### src/hw/rtl/psoq_pkg.sv
`timescale 1ns / 1ps
// ----------------------------------------------------------------------------
// psoq_pkg
// Shared types and constants of the photo sensor output qualifier: register
// widths, register indexes, reset values and the structs between modules.
// ----------------------------------------------------------------------------
package psoq_pkg;

    // Fixed field widths
    localparam int SAMPLES_PER_CYCLE = 8;
    localparam int LEVEL_W           = 12;
    localparam int CONFIRM_W         = 4;
    localparam int DELAY_W           = 16;
    localparam int RUN_W             = 5;
    localparam int CFG_ADDR_W        = 3;
    localparam int CFG_DATA_W        = 16;

    // Register reset values
    localparam logic [LEVEL_W-1:0]   DETECT_LEVEL_RST    = 12'd2500;
    localparam logic [LEVEL_W-1:0]   RELEASE_LEVEL_RST   = 12'd2600;
    localparam logic [LEVEL_W-1:0]   ALARM_ON_LEVEL_RST  = 12'd2650;
    localparam logic [LEVEL_W-1:0]   ALARM_OFF_LEVEL_RST = 12'd2700;
    localparam logic [CONFIRM_W-1:0] CONFIRM_COUNT_RST   = 4'd3;
    localparam logic [DELAY_W-1:0]   OFF_DELAY_LIMIT_RST = 16'd220;

    // Register indexes on the configuration port
    typedef enum logic [CFG_ADDR_W-1:0] {
        REG_DETECT_LEVEL    = 3'd0,
        REG_RELEASE_LEVEL   = 3'd1,
        REG_ALARM_ON_LEVEL  = 3'd2,
        REG_ALARM_OFF_LEVEL = 3'd3,
        REG_CONFIRM_COUNT   = 3'd4,
        REG_OFF_DELAY_LIMIT = 3'd5
    } psoq_reg_idx_t;

    // Configuration as seen by the qualifier core
    typedef struct packed {
        logic [LEVEL_W-1:0]   detect_level;
        logic [LEVEL_W-1:0]   release_level;
        logic [LEVEL_W-1:0]   alarm_on_level;
        logic [LEVEL_W-1:0]   alarm_off_level;
        logic [CONFIRM_W-1:0] confirm_count;
        logic [DELAY_W-1:0]   off_delay_limit;
    } psoq_cfg_t;

    // Status flags of one result
    typedef struct packed {
        logic out_level;
        logic alarm;
        logic detect_state;
    } psoq_flags_t;

endpackage

### src/hw/rtl/psoq_mean.sv
`timescale 1ns / 1ps
// ----------------------------------------------------------------------------
// psoq_mean
// Sums the samples of one measurement cycle and divides by eight with
// truncation (a shift).
// ----------------------------------------------------------------------------
module psoq_mean
    import psoq_pkg::*;
#(
    parameter int SAMPLE_BITS = 12
)
(
    input  logic [SAMPLES_PER_CYCLE-1:0][SAMPLE_BITS-1:0] samples,
    output logic [SAMPLE_BITS-1:0]                        mean
);

    localparam int SUM_W = SAMPLE_BITS + $clog2(SAMPLES_PER_CYCLE);

    logic [SUM_W-1:0] sum;

    // Eight-input sum
    always_comb
    begin
        sum = '0;
        for (int k = 0; k < SAMPLES_PER_CYCLE; k++)
        begin
            sum = sum + SUM_W'(samples[k]);
        end
    end

    // Divide by eight
    assign mean = sum[SUM_W-1:$clog2(SAMPLES_PER_CYCLE)];

endmodule

### src/hw/rtl/psoq_core.sv
`timescale 1ns / 1ps
// ----------------------------------------------------------------------------
// psoq_core
// Detect vote counters, alarm hysteresis and off-delay timing. State moves
// on each step; the flags show the state after the step.
// ----------------------------------------------------------------------------
module psoq_core
    import psoq_pkg::*;
#(
    parameter int SAMPLE_BITS = 12
)
(
    input  logic                   clk,
    input  logic                   rst_n,
    input  logic                   step,
    input  logic [SAMPLE_BITS-1:0] mean,
    input  logic                   light_dark_select,
    input  logic                   off_delay_enable,
    input  psoq_cfg_t              cfg,
    output psoq_flags_t            flags
);

    localparam int CMP_W = (SAMPLE_BITS > LEVEL_W) ? SAMPLE_BITS : LEVEL_W;

    logic               detect_reg,   detect_next;
    logic [RUN_W-1:0]   detect_run_reg,  detect_run_next;
    logic [RUN_W-1:0]   release_run_reg, release_run_next;
    logic               alarm_reg,    alarm_next;
    logic               pin_reg,      pin_next;
    logic               delay_active_reg, delay_active_next;
    logic [DELAY_W-1:0] delay_count_reg,  delay_count_next;

    logic [CMP_W-1:0]   mean_x;
    logic               rel_vote;
    logic               det_vote;
    logic [RUN_W-1:0]   rel_run_v;
    logic [RUN_W-1:0]   det_run_v;
    logic [RUN_W-1:0]   confirm_x;
    logic               want;
    logic [DELAY_W-1:0] count_inc;

    assign mean_x    = CMP_W'(mean);
    assign confirm_x = RUN_W'(cfg.confirm_count);
    assign count_inc = delay_count_reg + DELAY_W'(1);

    // Votes: release wins when both levels are met
    assign rel_vote = mean_x >= CMP_W'(cfg.release_level);
    assign det_vote = !rel_vote && (mean_x <= CMP_W'(cfg.detect_level));

    // Run counters after the vote
    always_comb
    begin
        rel_run_v = release_run_reg;
        det_run_v = detect_run_reg;
        if (rel_vote)
        begin
            rel_run_v = release_run_reg + RUN_W'(1);
            det_run_v = '0;
        end
        else if (det_vote)
        begin
            det_run_v = detect_run_reg + RUN_W'(1);
            rel_run_v = '0;
        end
    end

    // Confirmation, release checked first
    always_comb
    begin
        detect_next      = detect_reg;
        release_run_next = rel_run_v;
        detect_run_next  = det_run_v;
        priority if (rel_run_v > confirm_x)
        begin
            detect_next      = 1'b0;
            release_run_next = '0;
        end
        else if (det_run_v > confirm_x)
        begin
            detect_next     = 1'b1;
            detect_run_next = '0;
        end
    end

    // Alarm hysteresis, set wins on overlap
    always_comb
    begin
        alarm_next = alarm_reg;
        priority if (mean_x <= CMP_W'(cfg.alarm_on_level))
            alarm_next = 1'b1;
        else if (mean_x >= CMP_W'(cfg.alarm_off_level))
            alarm_next = 1'b0;
    end

    assign want = (light_dark_select == detect_next);

    // Output level with off-delay
    always_comb
    begin
        pin_next          = pin_reg;
        delay_active_next = delay_active_reg;
        delay_count_next  = delay_count_reg;
        if (off_delay_enable)
        begin
            if (want && !delay_active_reg)
            begin
                pin_next = 1'b1;
            end
            else
            begin
                delay_active_next = 1'b1;
                delay_count_next  = count_inc;
                if (count_inc > cfg.off_delay_limit)
                begin
                    pin_next          = 1'b0;
                    delay_active_next = 1'b0;
                    delay_count_next  = '0;
                end
            end
        end
        else
        begin
            pin_next = want;
        end
    end

    // State registers
    always_ff @(posedge clk or negedge rst_n)
    begin
        if (!rst_n)
        begin
            detect_reg       <= 1'b0;
            detect_run_reg   <= '0;
            release_run_reg  <= '0;
            alarm_reg        <= 1'b0;
            pin_reg          <= 1'b0;
            delay_active_reg <= 1'b0;
            delay_count_reg  <= '0;
        end
        else if (step)
        begin
            detect_reg       <= detect_next;
            detect_run_reg   <= detect_run_next;
            release_run_reg  <= release_run_next;
            alarm_reg        <= alarm_next;
            pin_reg          <= pin_next;
            delay_active_reg <= delay_active_next;
            delay_count_reg  <= delay_count_next;
        end
    end

    assign flags.out_level    = pin_next;
    assign flags.alarm        = alarm_next;
    assign flags.detect_state = detect_next;

endmodule

### src/hw/rtl/photo_sensor_output_qualifier_unit.sv
`timescale 1ns / 1ps
// ----------------------------------------------------------------------------
// photo_sensor_output_qualifier_unit
// Path: an accepted transaction is held in the input register and then moves
// into the result register, where out_valid goes high; a stalled output holds it.
// Throughput: one transaction per cycle while the output is not stalled; mean,
// compares and state update fit between the input register and the result register.
// Reset: asynchronous; config returns to defaults, valid flags and qualifier state clear.
// ----------------------------------------------------------------------------
module photo_sensor_output_qualifier_unit
    import psoq_pkg::*;
#(
    parameter int SAMPLE_BITS = 12
)
(
    input  logic                   clk,
    input  logic                   rst_n,
    // configuration
    input  logic                   cfg_we,
    input  logic [CFG_ADDR_W-1:0]  cfg_addr,
    input  logic [CFG_DATA_W-1:0]  cfg_wdata,
    // input channel
    input  logic                   in_valid,
    output logic                   in_stall,
    input  logic [SAMPLE_BITS-1:0] sample_0,
    input  logic [SAMPLE_BITS-1:0] sample_1,
    input  logic [SAMPLE_BITS-1:0] sample_2,
    input  logic [SAMPLE_BITS-1:0] sample_3,
    input  logic [SAMPLE_BITS-1:0] sample_4,
    input  logic [SAMPLE_BITS-1:0] sample_5,
    input  logic [SAMPLE_BITS-1:0] sample_6,
    input  logic [SAMPLE_BITS-1:0] sample_7,
    input  logic                   light_dark_select,
    input  logic                   off_delay_enable,
    // output channel
    output logic                   out_valid,
    input  logic                   out_stall,
    output logic                   out_level,
    output logic                   alarm,
    output logic                   detect_state,
    output logic [LEVEL_W-1:0]     mean_value
);

    psoq_cfg_t cfg_reg;

    logic                                         s1_valid_reg;
    logic [SAMPLES_PER_CYCLE-1:0][SAMPLE_BITS-1:0] s1_sample_reg;
    logic                                         s1_ld_reg;
    logic                                         s1_odly_reg;

    logic               res_valid_reg;
    psoq_flags_t        res_flags_reg;
    logic [LEVEL_W-1:0] res_mean_reg;

    logic                   advance;
    logic                   s1_load;
    logic [SAMPLE_BITS-1:0] mean;
    psoq_flags_t            flags;

    // Handshake control
    assign advance  = s1_valid_reg && (!res_valid_reg || !out_stall);
    assign in_stall = s1_valid_reg && res_valid_reg && out_stall;
    assign s1_load  = in_valid && !in_stall;

    // Configuration registers
    always_ff @(posedge clk or negedge rst_n)
    begin
        if (!rst_n)
        begin
            cfg_reg.detect_level    <= DETECT_LEVEL_RST;
            cfg_reg.release_level   <= RELEASE_LEVEL_RST;
            cfg_reg.alarm_on_level  <= ALARM_ON_LEVEL_RST;
            cfg_reg.alarm_off_level <= ALARM_OFF_LEVEL_RST;
            cfg_reg.confirm_count   <= CONFIRM_COUNT_RST;
            cfg_reg.off_delay_limit <= OFF_DELAY_LIMIT_RST;
        end
        else if (cfg_we)
        begin
            unique case (cfg_addr)
                REG_DETECT_LEVEL:    cfg_reg.detect_level    <= cfg_wdata[LEVEL_W-1:0];
                REG_RELEASE_LEVEL:   cfg_reg.release_level   <= cfg_wdata[LEVEL_W-1:0];
                REG_ALARM_ON_LEVEL:  cfg_reg.alarm_on_level  <= cfg_wdata[LEVEL_W-1:0];
                REG_ALARM_OFF_LEVEL: cfg_reg.alarm_off_level <= cfg_wdata[LEVEL_W-1:0];
                REG_CONFIRM_COUNT:   cfg_reg.confirm_count   <= cfg_wdata[CONFIRM_W-1:0];
                REG_OFF_DELAY_LIMIT: cfg_reg.off_delay_limit <= cfg_wdata[DELAY_W-1:0];
                default:             ;
            endcase
        end
    end

    // Input register: valid
    always_ff @(posedge clk or negedge rst_n)
    begin
        if (!rst_n)
            s1_valid_reg <= 1'b0;
        else if (s1_load)
            s1_valid_reg <= 1'b1;
        else if (advance)
            s1_valid_reg <= 1'b0;
    end

    // Input register: payload
    always_ff @(posedge clk)
    begin
        if (s1_load)
        begin
            s1_sample_reg[0] <= sample_0;
            s1_sample_reg[1] <= sample_1;
            s1_sample_reg[2] <= sample_2;
            s1_sample_reg[3] <= sample_3;
            s1_sample_reg[4] <= sample_4;
            s1_sample_reg[5] <= sample_5;
            s1_sample_reg[6] <= sample_6;
            s1_sample_reg[7] <= sample_7;
            s1_ld_reg        <= light_dark_select;
            s1_odly_reg      <= off_delay_enable;
        end
    end

    psoq_mean #(
        .SAMPLE_BITS (SAMPLE_BITS)
    ) u_mean (
        .samples (s1_sample_reg),
        .mean    (mean)
    );

    psoq_core #(
        .SAMPLE_BITS (SAMPLE_BITS)
    ) u_core (
        .clk               (clk),
        .rst_n             (rst_n),
        .step              (advance),
        .mean              (mean),
        .light_dark_select (s1_ld_reg),
        .off_delay_enable  (s1_odly_reg),
        .cfg               (cfg_reg),
        .flags             (flags)
    );

    // Result register: valid
    always_ff @(posedge clk or negedge rst_n)
    begin
        if (!rst_n)
            res_valid_reg <= 1'b0;
        else if (advance)
            res_valid_reg <= 1'b1;
        else if (!out_stall)
            res_valid_reg <= 1'b0;
    end

    // Result register: payload
    always_ff @(posedge clk)
    begin
        if (advance)
        begin
            res_flags_reg <= flags;
            res_mean_reg  <= LEVEL_W'(mean);
        end
    end

    assign out_valid    = res_valid_reg;
    assign out_level    = res_flags_reg.out_level;
    assign alarm        = res_flags_reg.alarm;
    assign detect_state = res_flags_reg.detect_state;
    assign mean_value   = res_mean_reg;

`ifndef ASSERT_OFF
    // An accepted transaction always lands in the input register
    a_accept_lands: assert property (@(posedge clk) disable iff (!rst_n)
        s1_load |=> s1_valid_reg)
        else $error("accepted transaction not held in input register");

    // A new result only comes from a held transaction
    a_result_source: assert property (@(posedge clk) disable iff (!rst_n)
        $rose(out_valid) |-> $past(s1_valid_reg))
        else $error("result appeared without a transaction");

    // A held transaction that cannot move stays intact
    a_hold_intact: assert property (@(posedge clk) disable iff (!rst_n)
        (s1_valid_reg && !advance) |=> (s1_valid_reg && $stable(s1_sample_reg)))
        else $error("held transaction lost or changed");
`endif

endmodule

### config.mk
export PLATFORM = sky130hd
export DESIGN_NAME = photo_sensor_output_qualifier_unit
export DESIGN_NICKNAME = d
export VERILOG_FILES = /design/src/hw/rtl/psoq_pkg.sv /design/src/hw/rtl/psoq_mean.sv /design/src/hw/rtl/psoq_core.sv /design/src/hw/rtl/photo_sensor_output_qualifier_unit.sv
export SDC_FILE = /design/constraint.sdc
export NUM_CORES = 1
export LEC_CHECK = 0
export BUFFER_PORTS_ARGS = -buffer_cell sky130_fd_sc_hd__buf_2
export CAP_MARGIN = 20
export CORE_MARGIN = 3
export CORE_UTILIZATION = 35
export DETAILED_ROUTE_END_ITERATION = 10
export PLACE_DENSITY = 0.6
export SYNTH_ARGS = -nofsm -noshare
export SYNTH_HDL_FRONTEND = slang
export SYNTH_HIERARCHICAL = 1
export SYNTH_SLANG_ARGS = --single-unit
### constraint.sdc
create_clock -name clk -period 7.45 [get_ports clk]
set_clock_uncertainty 0.2 [all_clocks]
set_input_delay 0.745 -clock clk [delete_from_list [all_inputs] [get_ports clk]]
set_output_delay 0.745 -clock clk [all_outputs]
set_load 0.05 [all_outputs]
After elaboration in Yosys (flattened, before gate mapping)
Cells that the tools add are included.
{"block": "totals", "register_bits": 213, "wordCells": 95, "input_bits": 122, "output_inout_bits": 17}
{"block": "classes", "n_addsub": 10, "n_reduce_logical": 21, "eq_ne": 7, "n_mux": 20, "n_lt_le_gt_ge": 7, "bitwise_logic": 1}
{"operator": "15-bit by 12-bit adder with 15-bit output", "n": 6}
{"operator": "5-bit 2-to-1 mux", "n": 7}
{"operator": "12-bit >= comparator", "n": 2}
{"operator": "12-bit less-or-equal comparator", "n": 2}
{"operator": "16-bit by 1-bit adder with 16-bit output, second input constant", "n": 1}
{"operator": "16-bit > comparator", "n": 1}
{"operator": "16-bit 2-to-1 mux", "n": 1}
{"operator": "12-bit by 12-bit adder with 13-bit output", "n": 1}
{"operator": "1-bit 2-to-1 mux", "n": 12}
{"operator": "2-bit AND reduction", "n": 6}
{"operator": "5-bit by 1-bit adder with 5-bit output, second input constant", "n": 2}
{"operator": "5-bit by 4-bit > comparator with 1-bit output", "n": 2}
{"operator": "3-bit by 2-bit equality test with 1-bit output, second input constant", "n": 2}
{"operator": "3-bit equality test, second input constant", "n": 2}
{"operator": "1-bit logical AND", "n": 6}
{"operator": "1-bit zero test", "n": 5}
{"operator": "3-bit by 1-bit equality test with 1-bit output, second input constant", "n": 1}
{"operator": "3-bit zero test", "n": 1}
{"operator": "3-bit AND reduction", "n": 1}
{"operator": "2-bit by 1-bit != test with 1-bit output, second input constant", "n": 1}
{"operator": "2-bit nonzero test", "n": 1}
{"operator": "1-bit equality test", "n": 1}
{"operator": "1-bit logical OR", "n": 1}
{"operator": "1-bit inverter", "n": 1}

Depth between registers and ports, before layout
Gate-level depths: netlist (run 1).
{"block": "logic_depth", "depth_word": 19, "ltp_mapped": 34, "mapped_depth_nobuf": 33}

Hierarchy
The synthesis (run 1) kept the hierarchy.
{"mod": "photo_sensor_output_qualifier_unit", "n_inst": 1, "seq_area_each_um2": 5178.7, "cells_each": 268, "area_each_um2": 6332.3}
{"mod": "psoq_core", "n_inst": 1, "seq_area_each_um2": 750.7, "cells_each": 431, "area_each_um2": 3667.3}
{"mod": "psoq_mean", "n_inst": 1, "seq_area_each_um2": 0.0, "cells_each": 302, "area_each_um2": 2605.0}

Worst setup path before layout (run 1)
Ideal clock, no wire load.
{"block": "synth_path", "kind": "register to register", "start": "register s1_sample_reg[2] in the netlist's numbering", "end": "register u_core.delay_count_reg[2]", "path_buffers": 1, "synth_period_minus_slack_ns": 8.272, "path_stages_with_launch": 32, "arrival_time_ns": 7.947, "setup_time_ns": 0.125, "required_time_ns": 7.125, "setup_slack_ns": -0.822, "path_cell_list": "edfxtp_1 -> inv_1 -> fa_1 -> inv_1 -> fa_1 -> fa_1 -> inv_1 -> fa_1 -> or2_2 -> fa_1 -> nor2b_4 -> o21bai_4 -> a32oi_4 -> nor4b_1 -> or4_1 -> ha_1 -> a21oi_2 -> o21ai_2 -> a2111oi_4 -> a21oi_2 -> and2_0 -> o21ai_0 -> o31ai_1 -> ha_1 -> and2_1 -> o21ai_0 -> a32oi_1 -> a211o_1 -> o21a_4 -> o31ai_4 -> buf_6 -> mux2_4"}
{"block": "synth_between", "elab_chain_cells": 19, "elab_cells_between_ends": 23, "classes_between": "7 x add/sub; 4 x order compare; 1 x eq/ne; 6 x mux; 1 x bitwise; 4 x reduce/logical"}
{"element": "start, declared", "line": "photo_sensor_output_qualifier_unit.sv:47", "rtl": "logic [SAMPLES_PER_CYCLE-1:0][SAMPLE_BITS-1:0] s1_sample_reg;"}
{"element": "12-bit by 12-bit adder with 13-bit output *", "line": "psoq_mean.sv:27", "rtl": "sum = sum + SUM_W'(samples[k]);"}
{"element": "15-bit by 12-bit adder with 15-bit output * (6 in a row)", "line": "psoq_mean.sv:27"}
{"element": "via mean[9]", "line": "photo_sensor_output_qualifier_unit.sv:57", "rtl": "logic [SAMPLE_BITS-1:0] mean;"}
{"element": "12-bit >= comparator", "line": "psoq_core.sv:47", "rtl": "assign rel_vote = mean_x >= CMP_W'(cfg.release_level);"}
{"element": "1-bit zero test", "line": "psoq_core.sv:48", "rtl": "assign det_vote = !rel_vote && (mean_x <= CMP_W'(cfg.detect_level));"}
{"element": "1-bit logical AND", "line": "psoq_core.sv:48"}
{"element": "5-bit 2-to-1 mux", "line": "psoq_core.sv:60", "rtl": "else if (det_vote)"}
{"element": "5-bit 2-to-1 mux", "line": "psoq_core.sv:55", "rtl": "if (rel_vote)"}
{"element": "5-bit by 4-bit > comparator with 1-bit output", "line": "psoq_core.sv:78", "rtl": "else if (det_run_v > confirm_x)"}
{"element": "1-bit 2-to-1 mux", "line": "psoq_core.sv:78"}
{"element": "1-bit 2-to-1 mux *", "line": "psoq_core.sv:73", "rtl": "priority if (rel_run_v > confirm_x)"}
{"element": "1-bit equality test *", "line": "psoq_core.sv:95", "rtl": "assign want = (light_dark_select == detect_next);"}
{"element": "1-bit logical AND *", "line": "psoq_core.sv:105", "rtl": "if (want && !delay_active_reg)"}
{"element": "1-bit inverter (no source line) *"}
{"element": "3-bit AND reduction (no source line) *"}
{"element": "end signal, assigned", "line": "psoq_core.sv:148", "rtl": "delay_count_reg <= delay_count_next;"}
{"element": "end, declared", "line": "psoq_core.sv:31", "rtl": "logic [DELAY_W-1:0] delay_count_reg, delay_count_next;"}
The timed path passes the listed nets; every way through them passes the cells marked *.
A chain may end at the register's enable or synchronous reset.

Final worst setup path (run 1)
{"block": "layout_path", "start": "register s1_sample_reg[38] in the netlist's numbering", "end": "register u_core.delay_count_reg[14]"}
{"block": "layout_between", "elab_chain_cells": 17, "elab_cells_between_ends": 21, "classes_between": "5 x add/sub; 4 x order compare; 1 x eq/ne; 6 x mux; 1 x bitwise; 4 x reduce/logical"}
{"element": "15-bit by 12-bit adder with 15-bit output * (5 in a row)", "line": "psoq_mean.sv:27"}
{"element": "via mean[9]", "line": "photo_sensor_output_qualifier_unit.sv:57"}
{"element": "12-bit >= comparator", "line": "psoq_core.sv:47"}
{"element": "1-bit zero test", "line": "psoq_core.sv:48"}
{"element": "1-bit logical AND", "line": "psoq_core.sv:48"}
{"element": "5-bit 2-to-1 mux", "line": "psoq_core.sv:60"}
{"element": "5-bit 2-to-1 mux", "line": "psoq_core.sv:55"}
{"element": "5-bit by 4-bit > comparator with 1-bit output", "line": "psoq_core.sv:78"}
{"element": "1-bit 2-to-1 mux", "line": "psoq_core.sv:78"}
{"element": "1-bit 2-to-1 mux *", "line": "psoq_core.sv:73"}
{"element": "1-bit equality test *", "line": "psoq_core.sv:95"}
{"element": "1-bit logical AND *", "line": "psoq_core.sv:105"}
{"element": "1-bit inverter (no source line) *"}
{"element": "3-bit AND reduction (no source line) *"}
Marks and branches as above.

==> impl_metrics.csv, run 1 <==
group,metric,value,unit
clock_tree,numCtsBuffers,26,
setup_path,end_kind,"flop",
synth,synthesis.area,12600,um2
drt,drtAntennaViolNets,0,
floorplanning,start_util,36.0,%
global_route,antenna_found_initial,0,
sta,slew_headroom,26.2,%
drt,drcViolationCount,0,
clock_tree,cts_buffer_depth,3,
drt,drtIter0Drc,313,
clock_tree,clock-root-buffer,"clkbuf_16",
synth,syn_nets,1282,
synth,synth_compound_area_share,6.79,%
drt,via_per_inst,4.58,
sta,grt_setup_unrepaired,"true",
drt,wl_met3,1250,um
synth,yosys.area.top_type,"edfxtp_1",
synth,synth.top_cell.area_share,26.9,%
floorplanning,dieArea,38300,um2
synth,synth_cell_types,76,
placed_design,io_buffer_count,138,
setup_path,critPathRequiredTime,7670,ps
hold_path,hold_path_class,"in -> reg",
sta,tns,-5960,ps
finish,fin_nets,1504,
synth,avgSynthCellArea,12.6,um2
synth,synth-simple-area-share,6.94,%
synth,synth_top_family_by_area,"adder cells",
sta,worst_slew_pin_slew,1100,ps
setup_path,worstSetupPathType,"reg -> reg",
floorplanning,rows,68,
clock_tree,cts_tree,"done",
clock_tree,clk_pin_slew_worst_paths,60,ps
global_route,grt.overflow.total,0,
floorplanning,io_pins,139,
clock_tree,htreeDepth,1,
synth,yosysWarnings,6,
status,status,"finished, violations left",
finish,largest_reg_flops,96,
drt,drt-met1-wl,12000,um
floorplanning,die_h,196,um
synth,muxShareOfSynthArea,9.37,%
global_route,track_usage,13.8,%
finish,layout-drive-gt1-share,34.3,%
synth,ys_seq_elements,213,
setup_path,arrival,8050,ps
drt,via_count,7783,
drt,wirelength,26200,um
floorplanning,chipWidth,196,um
sta,drv_slew,0,
synth,synthArstFlopShare,46.9,%
setup_path,cp_slowest_stage_delay,540,ps
setup_path,cpMaxStageDelayCell,"fa_1",
synth,synth-edff-count,113,
placed_design,hpwl,19400,um
setup_path,cp_max_fo,8,
drt,highest_layer,"met4",
sta,min_period,7830,ps
synth,synth_adder_area_share,20.0,%
drt,met2WireLength,12400,um
finish,n_antenna_cell,0,
clock_tree,cts.sink_count,213,
sta,fin_ws,-377,ps
global_route,grt_pass1_wl,43000,um
sta,fin_crit_sh,105,%
global_route,grt_max_degree,78,
setup_path,critPathLaunchType,"flop",
drt,first_pass_iters,4,
synth,synth_seq_area_share,47.0,%
synth,synth_ff_type,"edfxtp_1",
finish,num-fill-cells,3246,
clock_tree,insertion_delay,540,ps
synth,syn_inst,1001,
global_route,grt_pass1_vias,8302,
synth,synthTopCellsByArea,"edfxtp_1, dfrtp_1, fa_1",
setup_path,crit_path_frequent_cell,"fa_1",
placed_design,gp_congestion,0.813,
status,violations,"setup timing",
drt,routedWlPerCell,15.4,um
run,drv_cap,0,
sta,clock.fmax,0.128,GHz
sta,hold_violations,0,
synth,synthXorXnorAreaFrac,1.81,%
finish,syn_to_final_growth,23.3,%
sta,setup-violations-final,20,
floorplanning,core-area,35100,um2
-- synth_stat cells, types with 3 or more instances --
cell type / count
a211oi_1: 4
a21o_1: 17
a21oi_1: 23
a21oi_2: 4
and2_1: 5
and3_1: 4
buf_4: 3
buf_6: 6
clkbuf_1: 6
dfrtp_1: 73
dfstp_2: 27
edfxtp_1: 113
fa_1: 70
ha_1: 89
inv_1: 242
mux2_2: 28
mux2_4: 55
mux2i_1: 4
nand2_1: 25
nand2b_1: 13
nand3_1: 12
nand4_1: 11
nor2_1: 26
nor2b_1: 15
nor3_1: 3
nor4_1: 3
o211ai_1: 5
o21a_1: 5
o21ai_0: 18
o31ai_1: 4
o32ai_1: 3
or2_2: 3
or3_1: 3
xnor2_1: 18
xor2_1: 8
-- kinds of logic after synthesis --
group,Yosys count
adder cells (fa/ha/maj),159
AO/OA/AOI/OAI,114
XOR/XNOR,26
multiplexers,87
buffers and inverters,257
AND/OR/NAND/NOR,145
flip-flops,213
-- per-stage QoR --
step                worst slack [ps]  hold WS (ps)  instances  util (%)  area (um2)
finish                          -377           179       1698      44.3       15500
global route                    -714           147       1698      44.3       15500
CTS                             -314           135       1691      43.9       15400
detailed placement              -372           288       1637      40.8       14300
global placement                -292           272       1637      40.8       14300
floorplan                       -183           244       1001         -       12700
-- final timing paths --
path,start,cells after the start,slack (ps),to
max,s1_sample_reg[38],34,-380,u_core/delay_count_reg[14]
min,sample_1[10],1,180,s1_sample_reg[22]
max reg2reg,s1_sample_reg[38],34,-380,u_core/delay_count_reg[14]
min reg2reg,s1_valid_reg,1,290,out_valid
max in group asynchronous,rst_n,3,5290,cfg_reg[24]
min in group asynchronous,rst_n,2,560,u_core/detect_reg
-- worst max-delay path: cells and delay by family, from the launching register on --
| family | cells | cell delay [ps] |
|---|---|---|
| adders and majority gates | 7 | 2960 |
| and+or+nand+nor | 10 | 1630 |
| AOI/OAI and AO/OA | 9 | 1430 |
| muxes | 2 | 620 |
| buffers and inverters | 6 | 510 |
| DFF | 1 | 340 |
-- area by class of cell --
type / instances / area [um2] / area share, %
sequential: 213 / 5930 / 38.2
multi-input combinational: 531 / 5930 / 38.2
clock buffer: 32 / 737 / 4.74
timing repair buffer: 209 / 1280 / 8.26
inverter: 242 / 908 / 5.85
clock inverter: 16 / 180 / 1.16
tap: 455 / 569 / 3.66
-- cell usage in the layout (no fill, tap or decap), drive strengths merged, types with 4 or more instances in the layout --
cell type	synthesis	routed
dfrtp	73	73
and3	5	5
o31ai	5	5
nor2b	16	16
mux2i	4	4
a21o	17	17
edfxtp	113	113
and2	6	6
a211oi	4	4
clkinv	0	12
clkbuf	6	32
fa	70	70
nand3	12	12
nand2b	13	13
o211ai	5	5
nor2	26	26
xnor2	18	18
nand2	25	25
or2	4	4
dfstp	27	27
o21ai	22	22
inv	242	242
ha	89	89
nand4	11	11
buf	9	208
xor2	8	8
nor3	5	5
a21oi	27	27
bufinv	0	4
o21a	6	6
mux2	83	83
-- repair_timing --
item / CTS / global route
hold endpoints to repair: 10 / 0
hold buffers: 1 / 0
endpoints found under the setup margin: 23 / 30
resized for setup: 17 / 30
cloned: 1 / 0
buffers inserted: 4 / 7
pin swaps: 18 / 3
-- metal layers --
metal,vias to the layer above,GRT usage (%)
li1,3777,-
met4,0,3.33
met1,3839,19.0
met3,34,2.42
met5,-,0
met2,133,22.8
Power of run 1 is left out: the tool's default activity adds up to more than one toggle a clock period on the data nets, which glitch-free logic cannot reach.
==> run 2: changes to the inputs <==
CORE_ASPECT_RATIO = 0.8   (was not set)
==> run 2 against run 1 <==
  * The run still ends with setup timing left
  * Non-clock buffer count grew 9
  * Flip-flop and latch count is the same
  * First-iteration DRC count increased by 34%
  * Register-to-register slack lost 150 ps
  * Via count rose by 1.1%
  * Highest routed layer is now met5
==> impl_metrics.csv, run 2 (synthesized netlist as in run 1, its figures left out) <==
group,metric,value,unit
drt,wirelength,27000,um
global_route,top_usage_layer,"met2",
sta,setup-violations-final,25,
status,status,"finished, violations left",
drt,first_pass_iters,4,
run,drv_cap,0,
setup_path,crit_path_frequent_cell,"fa_1",
setup_path,cpMaxStageDelayCell,"fa_1",
floorplanning,start_util,35.9,%
floorplanning,rows,61,
global_route,grtUsageMet2,22.0,%
floorplanning,die_h,176,um
finish,fin_nets,1512,
sta,fin_crit_sh,107,%
sta,clock.fmax,0.125,GHz
placed_design,gp_congestion,0.840,
setup_path,worstSetupPathType,"reg -> reg",
clock_tree,cts_buffer_depth,3,
sta,min_period,7970,ps
setup_path,r2r-end,"u_core/delay_count_reg[9]",
floorplanning,chipWidth,218,um
finish,largest_reg_flops,96,
clock_tree,numCtsBuffers,25,
global_route,grt_pass1_wl,43500,um
setup_path,r2r_start,"s1_sample_reg[2]",
placed_design,io_buffer_count,138,
global_route,use_met1,20.5,%
setup_path,arrival,8200,ps
setup_path,critPathRequiredTime,7680,ps
global_route,grt_pass1_vias,8306,
sta,fin_ws,-523,ps
finish,layout_common_cells,"inv_1, buf_2, edfxtp_1",
placed_design,hpwl,19600,um
sta,slew_headroom,40.8,%
global_route,grt.overflow.total,0,
setup_path,cp_max_fo,8,
setup_path,end_kind,"flop",
setup_path,critPathLaunchType,"flop",
global_route,antenna_found_initial,3,
clock_tree,clock-root-buffer,"clkbuf_16",
setup_path,cp_slowest_stage_delay,560,ps
sta,grt_setup_unrepaired,"true",
sta,worst_slew_pin_slew,888,ps
drt,via_per_inst,4.58,
sta,hold_violations,0,
global_route,track_usage,14.2,%
finish,syn_to_final_growth,24.8,%
global_route,grt_max_degree,71,
status,violations,"setup timing",
sta,drv_slew,0,
floorplanning,io_pins,139,
drt,drcViolationCount,0,
drt,drtAntennaViolNets,0,
global_route,met3_usage,3.06,%
drt,routedWlPerCell,15.7,um
clock_tree,insertion_delay,540,ps
clock_tree,clk_pin_slew_worst_paths,60,ps
sta,tns,-9050,ps
floorplanning,core-area,35100,um2
clock_tree,cts.sink_count,213,
setup_path,reg2reg_depth,34,
drt,drtIter0Drc,418,
setup_path,reg2reg_slack,-520,ps
drt,via_count,7869,
hold_path,hold_path_class,"in -> async",
finish,n_antenna_cell,0,
floorplanning,dieArea,38300,um2
clock_tree,htreeDepth,1,
clock_tree,cts_tree,"done",
finish,layout-drive-gt1-share,35.5,%
finish,layout_commonest_cell,"inv_1",
## run 2: repair_timing
item	CTS	global route
gates resized for setup	29	34
setup endpoints to repair	19	30
pin swaps	20	6
hold buffers	0	0
hold endpoints to repair	0	0
gates cloned	1	0
buffers inserted	23	3
## run 2: worst max-delay path by stage
| stage | startpoint | slack [ps] | to |
|---|---|---|---|
| 2_1_floorplan | s1_sample_reg[38] | -180 | u_core/delay_count_reg[2] |
| 3_3_place_gp | s1_sample_reg[38] | -270 | u_core/delay_count_reg[15] |
| 3_5_place_dp | s1_sample_reg[38] | -420 | u_core/delay_count_reg[12] |
| 4_1_cts | s1_sample_reg[2] | -380 | u_core/delay_count_reg[2] |
| 5_1_grt | s1_sample_reg[2] | -800 | u_core/delay_count_reg[9] |
| 6_report | s1_sample_reg[2] | -520 | u_core/delay_count_reg[9] |
## run 2: area by class of cell
class	count	area [um2]
tap	472	591
inverter	242	908
clock buffer	27	633
fill	3227	19400
sequential	213	5930
timing repair buffer	218	1360
clock inverter	17	295
multi-input combinational	531	6010
## run 2: critical path: cells and delay by family (launching register included)
| kind | cells | cell delay [ps] |
|---|---|---|
| and+or+nand+nor | 10 | 1690 |
| muxes | 2 | 610 |
| AOI/OAI and AO/OA | 9 | 1480 |
| buffers and inverters | 6 | 520 |
| adders and majority gates | 7 | 3010 |
| DFF | 1 | 330 |
## run 2: per-stage QoR
step                instance area (um2)  std cells  hold slack, ps  utilization [%]  worst slack, ps
floorplan                         12700       1001             244                -             -183
global placement                  14300       1650             266             40.7             -269
detailed placement                14300       1651             281             40.8             -419
CTS                               15500       1717            31.8             44.3             -376
global route                      15700       1720            68.6             44.8             -802
finish                            15700       1720            31.0             44.8             -523
## run 2: routing by layer
layer | wire length (um) | part of all wire (%)
met5 | 23 | 0.085
met4 | 671 | 2.5
met3 | 1200 | 4.5
met2 | 11900 | 44
met1 | 13200 | 49
Power of run 2 is left out for the same reason.
==> run 3: changes to the inputs <==
CELL_PAD_IN_SITES_DETAIL_PLACEMENT = 0   (was not set)
CELL_PAD_IN_SITES_GLOBAL_PLACEMENT = 1   (was not set)
PLACE_DENSITY = 0.7   (was 0.6)
==> run 3 against run 2 <==
  * The run still ends with setup timing left
  * Flip-flop and latch count stayed put
  * Non-clock buffer count down 4
  * Final cell count decreased by 0.17%
  * Maximum frequency increased by 0.95%
  * Count of clock-buffer cells in the layout increased by 8
  * Worst setup slack better by 75 ps
  * Via count shrank 1.7%
  * Largest cell class unchanged
  * Final area down 1.3%
  * First-iteration DRC count fell by 22%
  * Critical endpoint is now u_core/delay_count_reg[12]
==> impl_metrics.csv, run 3 (synthesized netlist as in run 1, its figures left out) <==
group,metric,value,unit
hold_path,hp-start,"sample_3[6]",
setup_path,r2r-end,"u_core/delay_count_reg[12]",
run,drv_cap,0,
clock_tree,insertion_delay,520,ps
hold_path,hold-path-cell-count,1,
drt,first_pass_iters,4,
sta,worst_slew_pin_slew,924,ps
drt,drtAntennaViolNets,0,
finish,fin_nets,1508,
floorplanning,start_util,35.9,%
sta,drv_slew,0,
placed_design,gp_congestion,0.853,
global_route,grt_pass1_vias,8244,
drt,routedWlPerCell,15.1,um
finish,syn_to_final_growth,23.1,%
floorplanning,dieArea,38300,um2
sta,setup-violations-final,19,
clock_tree,numCtsBuffers,25,
setup_path,cpMaxStageDelayCell,"or4_4",
setup_path,reg2reg_depth,33,
status,violations,"setup timing",
setup_path,arrival,8110,ps
setup_path,end_kind,"flop",
setup_path,critPathLaunchType,"flop",
drt,drcViolationCount,0,
finish,largest_reg_flops,96,
floorplanning,core-area,35100,um2
setup_path,cp_slowest_stage_delay,590,ps
floorplanning,io_pins,139,
global_route,track_usage,14.0,%
hold_path,hold_end,"s1_sample_reg[42]",
drt,via_per_inst,4.51,
clock_tree,cts.sink_count,213,
drt,drtIter0Drc,327,
finish,layout-drive-gt1-share,34.6,%
setup_path,critPathRequiredTime,7660,ps
clock_tree,cts_tree,"done",
drt,via_count,7739,
sta,fin_ws,-448,ps
placed_design,io_buffer_count,138,
clock_tree,htreeDepth,1,
floorplanning,chipWidth,218,um
sta,tns,-7090,ps
placed_design,hpwl,19500,um
setup_path,worstSetupPathType,"reg -> reg",
finish,layout_commonest_cell,"inv_1",
floorplanning,rows,61,
setup_path,r2r_start,"s1_sample_reg[44]",
sta,fin_crit_sh,106,%
clock_tree,clk_pin_slew_worst_paths,60,ps
floorplanning,die_h,176,um
hold_path,hold_path_class,"in -> reg",
sta,grt_setup_unrepaired,"true",
finish,n_antenna_cell,0,
placed_design,dpl_cell_area,14300,um2
sta,clock.fmax,0.127,GHz
finish,num-fill-cells,3269,
sta,hold_ws,196,ps
clock_tree,clock-root-buffer,"clkbuf_16",
sta,hold_violations,0,
sta,slew_headroom,38.4,%
finish,layout_common_cells,"inv_1, buf_2, edfxtp_1",
setup_path,reg2reg_slack,-450,ps
global_route,grt_pass1_wl,43100,um
global_route,grt.overflow.total,0,
global_route,grt_max_degree,74,
clock_tree,cts_buffer_depth,3,
global_route,antenna_found_initial,0,
finish,design_area,15500,um2
setup_path,cp_max_fo,8,
sta,min_period,7900,ps
status,status,"finished, violations left",
drt,wirelength,26000,um
run 3: cell types whose count changed in the layout (fill, tap and decap cells not counted), sizes merged:
cell and delta:
buf -5, bufinv -6, clkbuf +8, clkinv -4, clkinvlp +3, dlygate4sd3 +1
run 3: how the worst max path moves through the flow:
stage / startpoint / end / slack [ps] / cells after the start
after CTS: s1_sample_reg[38] / u_core/delay_count_reg[12] / -410 / 33
after global placement: s1_sample_reg[38] / u_core/delay_count_reg[14] / -330 / 32
after floorplan: s1_sample_reg[38] / u_core/delay_count_reg[2] / -180 / 32
after global routing: s1_sample_reg[38] / u_core/delay_count_reg[12] / -760 / 33
after detailed placement: s1_sample_reg[38] / u_core/delay_count_reg[12] / -500 / 32
final: s1_sample_reg[44] / u_core/delay_count_reg[12] / -450 / 33
run 3: final cells by class:
class | instances | area [um2] | share of cell area, %
clock buffer | 35 | 697 | 4.49
clock inverter | 10 | 110 | 0.710
inverter | 242 | 908 | 5.85
multi-input combinational | 531 | 5960 | 38.4
sequential | 213 | 5930 | 38.2
tap | 472 | 591 | 3.81
timing repair buffer | 214 | 1330 | 8.54
run 3: worst max-delay path: cells and delay by family, from the launching register on:
| kind | cells | cell delay [ps] |
|---|---|---|
| fa+ha+maj | 7 | 3010 |
| simple gates | 8 | 1550 |
| compound gates | 10 | 1540 |
| mux | 2 | 640 |
| buf+inv | 6 | 490 |
| flops | 1 | 330 |
run 3: timing repair:
| action | 4_1_cts | 5_1_grt |
|---|---|---|
| hold buffers | 1 | 0 |
| gates cloned | 1 | 0 |
| resized for setup | 24 | 29 |
| pin swaps | 14 | 15 |
| endpoints found under the hold margin | 28 | 0 |
| setup endpoints to repair | 22 | 29 |
| buffers inserted | 15 | 7 |
run 3: layer usage:
layer | vias up | GRT usage [%] | routed length [um]
li1 | 3783 | - | -
met1 | 3798 | 20.4 | 13100
met2 | 133 | 21.7 | 11300
met3 | 25 | 2.80 | 1200
met4 | 0 | 2.66 | 412
met5 | - | 0 | 0
run 3: metrics by stage:
stage / util [%] / std cells / worst slack [ps]
floorplan: - / 1001 / -183
global placement: 40.8 / 1652 / -333
detailed placement: 40.8 / 1652 / -500
CTS: 43.7 / 1713 / -406
global route: 44.2 / 1717 / -762
finish: 44.2 / 1717 / -448
Power of run 3 is left out for the same reason.
